===== config.mk =====
export PLATFORM = sky130hd
export DESIGN_NAME = window_mean_variance_monitor
export DESIGN_NICKNAME = d
export VERILOG_FILES = /design/src/design/wmv_pkg.sv /design/src/design/wmv_ram.sv /design/src/design/wmv_div.sv /design/src/design/window_mean_variance_monitor.sv
export SDC_FILE = /design/constraint.sdc
export NUM_CORES = 1
export LEC_CHECK = 0
export BUFFER_PORTS_ARGS = -buffer_cell sky130_fd_sc_hd__buf_2
export CORE_ASPECT_RATIO = 1.2
export CORE_MARGIN = 2
export CORE_UTILIZATION = 24
export DETAILED_ROUTE_END_ITERATION = 6
export PLACE_DENSITY = 0.43
export SYNTH_ARGS = -nofsm -noshare
export SYNTH_HDL_FRONTEND = slang
export SYNTH_SLANG_ARGS = --single-unit

===== constraint.sdc =====
create_clock -name clk -period 7.43 [get_ports clk]
set_input_delay 1.486 -clock clk [delete_from_list [all_inputs] [get_ports clk]]
set_output_delay 1.486 -clock clk [all_outputs]
set_load 0.02 [all_outputs]

===== src/design/wmv_pkg.sv =====
// Shared types and constants of the window mean and variance monitor.
`default_nettype none
package wmv_pkg;

	localparam int unsigned SAMPLE_W   = 10;
	localparam int unsigned MEAN_W     = 10;
	localparam int unsigned VAR_W      = 15;
	localparam int unsigned RUN_W      = 5;
	localparam int unsigned WLEN_W     = 6;
	localparam int unsigned CFG_IDX_W  = 2;
	localparam int unsigned CFG_DATA_W = 15;
	localparam int unsigned SQ_W       = 20;

	localparam int unsigned VAR_SCALE = 10;

	localparam logic [VAR_W-1:0] VAR_MAX     = 15'd32767;
	localparam logic [RUN_W-1:0] WARN_AT_RUN = 5'd15;
	localparam logic [RUN_W-1:0] RUN_MAX     = 5'd31;

	localparam logic [CFG_IDX_W-1:0] CFG_WINDOW_LEN     = 2'd0;
	localparam logic [CFG_IDX_W-1:0] CFG_VARIANCE_LIMIT = 2'd1;

	typedef enum logic [2:0] {
		ST_IDLE,
		ST_SUM,
		ST_MEAN_DIV,
		ST_VAR,
		ST_VAR_DIV,
		ST_FINISH
	} wmv_state_t;

endpackage
`default_nettype wire


===== src/design/wmv_ram.sv =====
// Generic single write port, single read port RAM with registered read data.
`default_nettype none
module wmv_ram #(
	parameter int WIDTH = 10,
	parameter int DEPTH = 32
) (
	input  wire logic                     clk,
	input  wire logic                     we,
	input  wire logic [$clog2(DEPTH)-1:0] waddr,
	input  wire logic [WIDTH-1:0]         wdata,
	input  wire logic [$clog2(DEPTH)-1:0] raddr,
	output logic      [WIDTH-1:0]         rdata
);

	logic [WIDTH-1:0] mem_q [DEPTH];

	always_ff @(posedge clk) begin
		if (we) begin
			mem_q[waddr] <= wdata;
		end
		rdata <= mem_q[raddr];
	end

endmodule
`default_nettype wire


===== src/design/wmv_div.sv =====
// Bit-serial restoring divider, one quotient bit per cycle.
`default_nettype none
module wmv_div #(
	parameter int DW = 29,
	parameter int VW = 6
) (
	input  wire logic          clk,
	input  wire logic          arst_n,
	input  wire logic          start,
	input  wire logic [DW-1:0] dividend,
	input  wire logic [VW-1:0] divisor,
	output logic               done,
	output logic      [DW-1:0] quotient
);

	localparam int CNT_W = $clog2(DW + 1);

	logic [CNT_W-1:0] cnt_q;
	logic             busy_q;
	logic             done_q;
	logic [DW-1:0]    dvd_q;
	logic [VW-1:0]    dvs_q;
	logic [VW-1:0]    rem_q;
	logic [VW:0]      rem_sh;
	logic [VW:0]      rem_nx;
	logic             q_bit;

	always_comb begin
		rem_sh = {rem_q, dvd_q[DW-1]};
		q_bit  = (rem_sh >= {1'b0, dvs_q});
		rem_nx = q_bit ? (rem_sh - {1'b0, dvs_q}) : rem_sh;
	end

	always_ff @(posedge clk or negedge arst_n) begin
		if (!arst_n) begin
			cnt_q  <= '0;
			busy_q <= 1'b0;
			done_q <= 1'b0;
		end else if (start) begin
			cnt_q  <= CNT_W'(DW);
			busy_q <= 1'b1;
			done_q <= 1'b0;
		end else if (busy_q) begin
			cnt_q <= cnt_q - 1'b1;
			if (cnt_q == CNT_W'(1)) begin
				busy_q <= 1'b0;
				done_q <= 1'b1;
			end
		end else begin
			done_q <= 1'b0;
		end
	end

	always_ff @(posedge clk) begin
		if (start) begin
			dvd_q <= dividend;
			dvs_q <= divisor;
			rem_q <= '0;
		end else if (busy_q) begin
			dvd_q <= {dvd_q[DW-2:0], q_bit};
			rem_q <= rem_nx[VW-1:0];
		end
	end

	assign done     = done_q;
	assign quotient = dvd_q;

endmodule
`default_nettype wire


===== src/design/window_mean_variance_monitor.sv =====
// Top level of the sliding window mean and variance monitor.
// Each accepted sample is written into a ring of RING_DEPTH entries, and the block then
// reports the truncated mean of the newest window_len entries and ten times their variance
// about that mean, saturated at 32767, plus a one-shot warning on the sixteenth consecutive
// over-limit sample. The window length is clamped to 1..RING_DEPTH, and the divider width DW
// is 24 + log2 of RING_DEPTH, 29 by default. A new sample is accepted only after the previous
// one has been carried through to the output. The pace is set by the single read port of the
// ring RAM, read once per window entry in each of two passes, and by the bit-serial divider
// that is shared by the mean and the variance. The ring reads as zero after reset through
// per-entry valid bits, so no clearing pass is needed. A new sample is taken while the
// previous result still waits at the output, but a finished result, and with it the input,
// is held until the result before it has been taken.
`default_nettype none
module window_mean_variance_monitor #(
	parameter int RING_DEPTH = 32
) (
	input  wire logic                                  clk,
	input  wire logic                                  arst_n,
	input  wire logic                                  in_valid,
	output logic                                       in_ready,
	input  wire logic [wmv_pkg::SAMPLE_W-1:0]          sample,
	output logic                                       out_valid,
	input  wire logic                                  out_ready,
	output logic      [wmv_pkg::MEAN_W-1:0]            window_mean,
	output logic      [wmv_pkg::VAR_W-1:0]             scaled_variance,
	output logic                                       unsteady_warning,
	input  wire logic                                  cfg_valid,
	output logic                                       cfg_ready,
	input  wire logic [wmv_pkg::CFG_IDX_W-1:0]         cfg_index,
	input  wire logic [wmv_pkg::CFG_DATA_W-1:0]        cfg_data
);

	localparam int AW = $clog2(RING_DEPTH);
	localparam int NW = $clog2(RING_DEPTH + 1);
	localparam int SW = wmv_pkg::SAMPLE_W + AW;
	localparam int QW = wmv_pkg::SQ_W + AW;
	localparam int DW = QW + 4;
	localparam int CW = (NW > wmv_pkg::WLEN_W) ? NW : wmv_pkg::WLEN_W;

	wmv_pkg::wmv_state_t state_q, state_d;

	logic [AW-1:0]                    wp_q;
	logic [AW-1:0]                    newest_q;
	logic [AW-1:0]                    rd_q;
	logic [RING_DEPTH-1:0]            vld_q;
	logic [NW-1:0]                    n_q;
	logic [NW-1:0]                    n_eff;
	logic [NW-1:0]                    iss_q;
	logic                             rd_pend_s1;
	logic                             rd_vld_s1;
	logic                             sq_pend_s2;
	logic [wmv_pkg::SQ_W-1:0]         sq_s2;
	logic [SW-1:0]                    total_q;
	logic [QW-1:0]                    sqsum_q;
	logic [wmv_pkg::MEAN_W-1:0]       mean_q;
	logic [wmv_pkg::VAR_W-1:0]        var_q;
	logic [wmv_pkg::RUN_W-1:0]        run_q;
	logic [wmv_pkg::WLEN_W-1:0]       window_len_q;
	logic [wmv_pkg::VAR_W-1:0]        variance_limit_q;
	logic                             out_valid_q;
	logic [wmv_pkg::MEAN_W-1:0]       window_mean_q;
	logic [wmv_pkg::VAR_W-1:0]        scaled_variance_q;
	logic                             unsteady_warning_q;

	logic [wmv_pkg::SAMPLE_W-1:0]     ram_rdata;
	logic [wmv_pkg::SAMPLE_W-1:0]     smp;
	logic [CW-1:0]                    wl_ext;
	logic                             accept_in;
	logic                             issue;
	logic                             pass_done;
	logic                             out_load;
	logic                             div_start;
	logic                             div_done;
	logic [DW-1:0]                    div_dividend;
	logic [DW-1:0]                    div_quotient;
	logic signed [wmv_pkg::SAMPLE_W:0] diff;
	logic signed [2*wmv_pkg::SAMPLE_W+1:0] prod;
	logic                             over;

	wmv_ram #(
		.WIDTH(wmv_pkg::SAMPLE_W),
		.DEPTH(RING_DEPTH)
	) u_ring (
		.clk  (clk),
		.we   (accept_in),
		.waddr(wp_q),
		.wdata(sample),
		.raddr(rd_q),
		.rdata(ram_rdata)
	);

	wmv_div #(
		.DW(DW),
		.VW(NW)
	) u_div (
		.clk     (clk),
		.arst_n  (arst_n),
		.start   (div_start),
		.dividend(div_dividend),
		.divisor (n_q),
		.done    (div_done),
		.quotient(div_quotient)
	);

	assign in_ready  = (state_q == wmv_pkg::ST_IDLE);
	assign cfg_ready = 1'b1;
	assign accept_in = in_valid && in_ready;
	assign issue     = ((state_q == wmv_pkg::ST_SUM) || (state_q == wmv_pkg::ST_VAR))
	                   && (iss_q != n_q);
	assign pass_done = (iss_q == n_q) && !rd_pend_s1 && !sq_pend_s2;
	assign out_load  = (state_q == wmv_pkg::ST_FINISH) && (!out_valid_q || out_ready);
	assign smp       = rd_vld_s1 ? ram_rdata : '0;
	assign diff      = $signed({1'b0, smp}) - $signed({1'b0, mean_q});
	assign prod      = diff * diff;
	assign over      = (var_q > variance_limit_q);

	assign div_dividend = (state_q == wmv_pkg::ST_SUM) ? DW'(total_q)
	                      : DW'(sqsum_q) * DW'(wmv_pkg::VAR_SCALE);

	always_comb begin
		wl_ext = CW'(window_len_q);
		if (wl_ext == '0) begin
			n_eff = NW'(1);
		end else if (wl_ext > CW'(RING_DEPTH)) begin
			n_eff = NW'(RING_DEPTH);
		end else begin
			n_eff = NW'(wl_ext);
		end
	end

	always_comb begin
		state_d   = state_q;
		div_start = 1'b0;
		unique case (state_q)
			wmv_pkg::ST_IDLE: begin
				if (in_valid) begin
					state_d = wmv_pkg::ST_SUM;
				end
			end
			wmv_pkg::ST_SUM: begin
				if (pass_done) begin
					div_start = 1'b1;
					state_d   = wmv_pkg::ST_MEAN_DIV;
				end
			end
			wmv_pkg::ST_MEAN_DIV: begin
				if (div_done) begin
					state_d = wmv_pkg::ST_VAR;
				end
			end
			wmv_pkg::ST_VAR: begin
				if (pass_done) begin
					div_start = 1'b1;
					state_d   = wmv_pkg::ST_VAR_DIV;
				end
			end
			wmv_pkg::ST_VAR_DIV: begin
				if (div_done) begin
					state_d = wmv_pkg::ST_FINISH;
				end
			end
			wmv_pkg::ST_FINISH: begin
				if (out_load) begin
					state_d = wmv_pkg::ST_IDLE;
				end
			end
			default: begin
				state_d = wmv_pkg::ST_IDLE;
			end
		endcase
	end

	always_ff @(posedge clk or negedge arst_n) begin
		if (!arst_n) begin
			state_q <= wmv_pkg::ST_IDLE;
		end else begin
			state_q <= state_d;
		end
	end

	always_ff @(posedge clk or negedge arst_n) begin
		if (!arst_n) begin
			wp_q             <= '0;
			newest_q         <= '0;
			rd_q             <= '0;
			vld_q            <= '0;
			n_q              <= NW'(1);
			iss_q            <= '0;
			rd_pend_s1       <= 1'b0;
			sq_pend_s2       <= 1'b0;
			run_q            <= '0;
			out_valid_q      <= 1'b0;
			window_len_q     <= 6'd16;
			variance_limit_q <= 15'd1000;
		end else begin
			rd_pend_s1 <= issue;
			sq_pend_s2 <= rd_pend_s1 && (state_q == wmv_pkg::ST_VAR);
			if (accept_in) begin
				wp_q         <= (wp_q == AW'(RING_DEPTH - 1)) ? '0 : wp_q + 1'b1;
				newest_q     <= wp_q;
				rd_q         <= wp_q;
				vld_q[wp_q]  <= 1'b1;
				n_q          <= n_eff;
				iss_q        <= '0;
			end else if (issue) begin
				rd_q  <= (rd_q == '0) ? AW'(RING_DEPTH - 1) : rd_q - 1'b1;
				iss_q <= iss_q + 1'b1;
			end else if ((state_q == wmv_pkg::ST_MEAN_DIV) && div_done) begin
				rd_q  <= newest_q;
				iss_q <= '0;
			end
			if (out_load) begin
				out_valid_q <= 1'b1;
				if (over) begin
					if (run_q < wmv_pkg::RUN_MAX) begin
						run_q <= run_q + 1'b1;
					end
				end else begin
					run_q <= '0;
				end
			end else if (out_ready) begin
				out_valid_q <= 1'b0;
			end
			if (cfg_valid) begin
				unique case (cfg_index)
					wmv_pkg::CFG_WINDOW_LEN: begin
						window_len_q <= cfg_data[wmv_pkg::WLEN_W-1:0];
					end
					wmv_pkg::CFG_VARIANCE_LIMIT: begin
						variance_limit_q <= cfg_data[wmv_pkg::VAR_W-1:0];
					end
					default: begin
					end
				endcase
			end
		end
	end

	always_ff @(posedge clk) begin
		rd_vld_s1 <= vld_q[rd_q];
		sq_s2     <= prod[wmv_pkg::SQ_W-1:0];
		if (accept_in) begin
			total_q <= '0;
			sqsum_q <= '0;
		end else begin
			if (rd_pend_s1 && (state_q == wmv_pkg::ST_SUM)) begin
				total_q <= total_q + SW'(smp);
			end
			if (sq_pend_s2) begin
				sqsum_q <= sqsum_q + QW'(sq_s2);
			end
		end
		if ((state_q == wmv_pkg::ST_MEAN_DIV) && div_done) begin
			mean_q <= div_quotient[wmv_pkg::MEAN_W-1:0];
		end
		if ((state_q == wmv_pkg::ST_VAR_DIV) && div_done) begin
			var_q <= (|div_quotient[DW-1:wmv_pkg::VAR_W]) ? wmv_pkg::VAR_MAX
			         : div_quotient[wmv_pkg::VAR_W-1:0];
		end
		if (out_load) begin
			window_mean_q      <= mean_q;
			scaled_variance_q  <= var_q;
			unsteady_warning_q <= over && (run_q == wmv_pkg::WARN_AT_RUN);
		end
	end

	assign out_valid        = out_valid_q;
	assign window_mean      = window_mean_q;
	assign scaled_variance  = scaled_variance_q;
	assign unsteady_warning = unsteady_warning_q;

	a_div_done_in_div_state: assert property (@(posedge clk) disable iff (!arst_n)
		div_done |-> (state_q == wmv_pkg::ST_MEAN_DIV || state_q == wmv_pkg::ST_VAR_DIV))
		else $error("Divider finished outside a division state.");

	a_issue_bounded: assert property (@(posedge clk) disable iff (!arst_n)
		iss_q <= n_q)
		else $error("Ring read count passed the window length.");

	a_warn_run: assert property (@(posedge clk) disable iff (!arst_n)
		(out_valid_q && unsteady_warning_q) |-> (run_q == wmv_pkg::WARN_AT_RUN + 5'd1))
		else $error("Warning shown without a run of sixteen.");

	a_busy_after_accept: assert property (@(posedge clk) disable iff (!arst_n)
		accept_in |=> !in_ready)
		else $error("Input ready right after an accepted transaction.");

endmodule
`default_nettype wire

==> metrics.yaml <==
status: "finished clean"
die_h_um: 392
reg2reg_slack_ns: 0.37
clk_latency_ns: 0.63
synth_top_area_frac: 0.404
cts.sinks: 580
drc: 0
cp_slowest_stage_delay_ns: 0.54
multiInputGateArea_mm2: 0.0129
regArea_mm2: 0.0162
grt_max_degree: 69
critPathArrivalTime_ns: 7.55
core_area_mm2: 0.125
final_cell_mix: "406 x edfxtp_1, 207 x inv_1, 164 x nand2_1"
ys_warn_count: 0
final_common_cell: "edfxtp_1"
ys_seq_elements: 580
cp.required_ns: 7.92
criticalPathCategory: "register to register"
rsz0062_at_grt: "no"
grt_pass1_wl_um: 115000
max-slew-margin-rel: 0.194
drv_slew: 0
finalCriticalPeriod_ns: 7.06
dpl.hpwl_um: 52000
viasPerCell: 4.45
cts_buffer_depth: 3
worst_pin_slew_ns: 1.20
dieArea_mm2: 0.129
yosysUniqueCellTypes: 89
startpoint_type: "register"
drv_cap: 0
post_dp_cell_area_mm2: 0.0325
synth_top_area_cell: "edfxtp_1"
synthToLayoutAreaGrowth_pct: 15.5
antenna_found_initial: 2
cts_tree: "built"
max_freq_ghz: 0.142
cts_max_level: 3
drt_pass1_iterations: 7
rows: 142
die_width_um: 328
routed-via-count: 18200
synth_flop_cell: "edfxtp_1"
async_flop_share: 0.169
first_iter_violations: 1334
hold_class: "register to register"
nFillCells: 12800
grt_pass1_vias: 19500
synth-seq-area-share: 0.536
final_nets: 2665
synth_area_mm2: 0.0302
ant_nets: 0
path_clk_slew_ns: 0.06
port_buffers: 59
place.gp.congestion: 0.788
setup_violations: 0
numCtsBuffers: 70
pin_count: 61
avgRoutedWirePerCell_um: 18.0
period_share: 0.950
pre_cts_slack_ns: -0.0223
endpoint_kind: "register"
cp_max_fo: 20
syn-num-nets: 2581
skew_ns: 0.0616
start_util: 0.242
antenna_cells: 0
grt.overflow.total: 0
synth_edf_count: 406
drive_gt1_frac: 0.177
hold_viol: 0
grt_usage: 0.115
wl_um: 73700
cts-root-buf: "clkbuf_16"
synth_cells: 2297
syn_avg_cell_area_um2: 13.1
finalWorstSetupSlack_ns: 0.373
cpMostUsedCell: "fa_1"
cpMaxStageDelayCell: "fa_1"
yosys-top-cells-area: "edfxtp_1 40%, mux4_2 8.2%, dfrtp_1 7.5%, fa_1 6.4%, ha_1 6.4%"
design_area_mm2: 0.0348
## metrics by stage
| step | hold WS (ns) | util | instances | TNS, ns |
|---|---|---|---|---|
| 5_1_grt | 0.471 | 0.279 | 4094 | 0 |
| 2_1_floorplan | 0.426 | - | 2297 | 0 |
| 3_3_place_gp | 0.444 | 0.260 | 3963 | 0 |
| 6_report | 0.459 | 0.279 | 4094 | 0 |
| 4_1_cts | 0.462 | 0.279 | 4092 | 0 |
| 3_5_place_dp | 0.450 | 0.260 | 3963 | -0.0223 |
## state kept, by name, indices dropped and copies added, names as in the netlist, 6 cells and up
register / count
u_ring.mem_q: 320
vld_q: 32
u_div.quotient: 29
sqsum_q: 25
sq_s2: 19
scaled_variance: 15
total_q: 15
var_q: 15
variance_limit_q: 15
mean_q: 10
u_ring.rdata: 10
window_mean: 10
iss_q: 6
n_q: 6
u_div.dvs_q: 6
u_div.rem_q: 6
window_len_q: 6
## worst max-delay path: cells and delay by family (launching register included)
family | cells | cell delay [ns]
buf+inv | 6 | 0.54
simple gates | 6 | 0.81
fa+ha+maj | 8 | 3.62
compound gates | 7 | 1.47
flops | 1 | 0.34
xor+xnor | 1 | 0.13
## final cells by class
cell class | instances | area share
Sequential cell | 580 | 0.465
Clock inverter | 33 | 0.0122
Timing Repair Buffer | 95 | 0.0166
Inverter | 214 | 0.0231
Multi-Input combinational cell | 1420 | 0.370
Tap cell | 1656 | 0.0595
Clock buffer | 96 | 0.0540
## synthesized netlist by cell type (12+ instances only)
| cell type | number |
|---|---|
| nor2b_1 | 16 |
| o21ai_0 | 96 |
| dfxtp_1 | 76 |
| edfxtp_1 | 406 |
| mux4_2 | 110 |
| and2_1 | 23 |
| buf_2 | 12 |
| ha_1 | 155 |
| nand3_1 | 41 |
| mux2i_1 | 22 |
| inv_1 | 208 |
| xnor2_1 | 67 |
| mux2_2 | 35 |
| clkbuf_1 | 55 |
| a21o_1 | 27 |
| xor2_1 | 25 |
| nand2b_1 | 21 |
| nor2_1 | 139 |
| nor3_1 | 27 |
| nand2_1 | 164 |
| and3_1 | 19 |
| fa_1 | 97 |
| nand4_1 | 15 |
| or2_2 | 53 |
| buf_1 | 14 |
| a211oi_1 | 12 |
| a21oi_1 | 76 |
| dfrtp_1 | 90 |
## logic make-up (layout without fill, tap and decap cells)
kind of cell             count (synthesis)  count (layout)  synth area share
AO/OA/AOI/OAI                          322             322            0.0694
adder cells (fa/ha/maj)                254             254             0.129
buffers and inverters                  297             438            0.0378
XOR/XNOR                                94              94            0.0282
flip-flops                             580             580             0.536
multiplexers                           168             168             0.103
AND/OR/NAND/NOR                        581             581            0.0957
other                                    1               1          0.000124
## routing by layer
layer  wire [um]  track usage
met1       31700        0.143
met2       37200        0.205
met3        2690       0.0174
met4        2040       0.0360
met5          22            0
## worst paths after layout
kind | startpoint | endpoint | cells past startpoint
max in group asynchronous | arst_n | rd_q[0] | 2
min | u_div.rem_q[5] | u_div.rem_q[5] | 2
min reg2reg | u_div.rem_q[5] | u_div.rem_q[5] | 2
min in group asynchronous | arst_n | vld_q[15] | 1
max reg2reg | rd_vld_s1 | sq_s2[19] | 28
max | rd_vld_s1 | sq_s2[19] | 28
## what timing repair did
action	CTS	global route
pin swaps	0	1
hold buffers	0	0
setup buffers	0	1
resized for setup	1	10
endpoints found under the setup margin	1	3
Power is left out: the tool's default activity adds up to more than one toggle a clock period on the data nets, which glitch-free logic cannot reach.
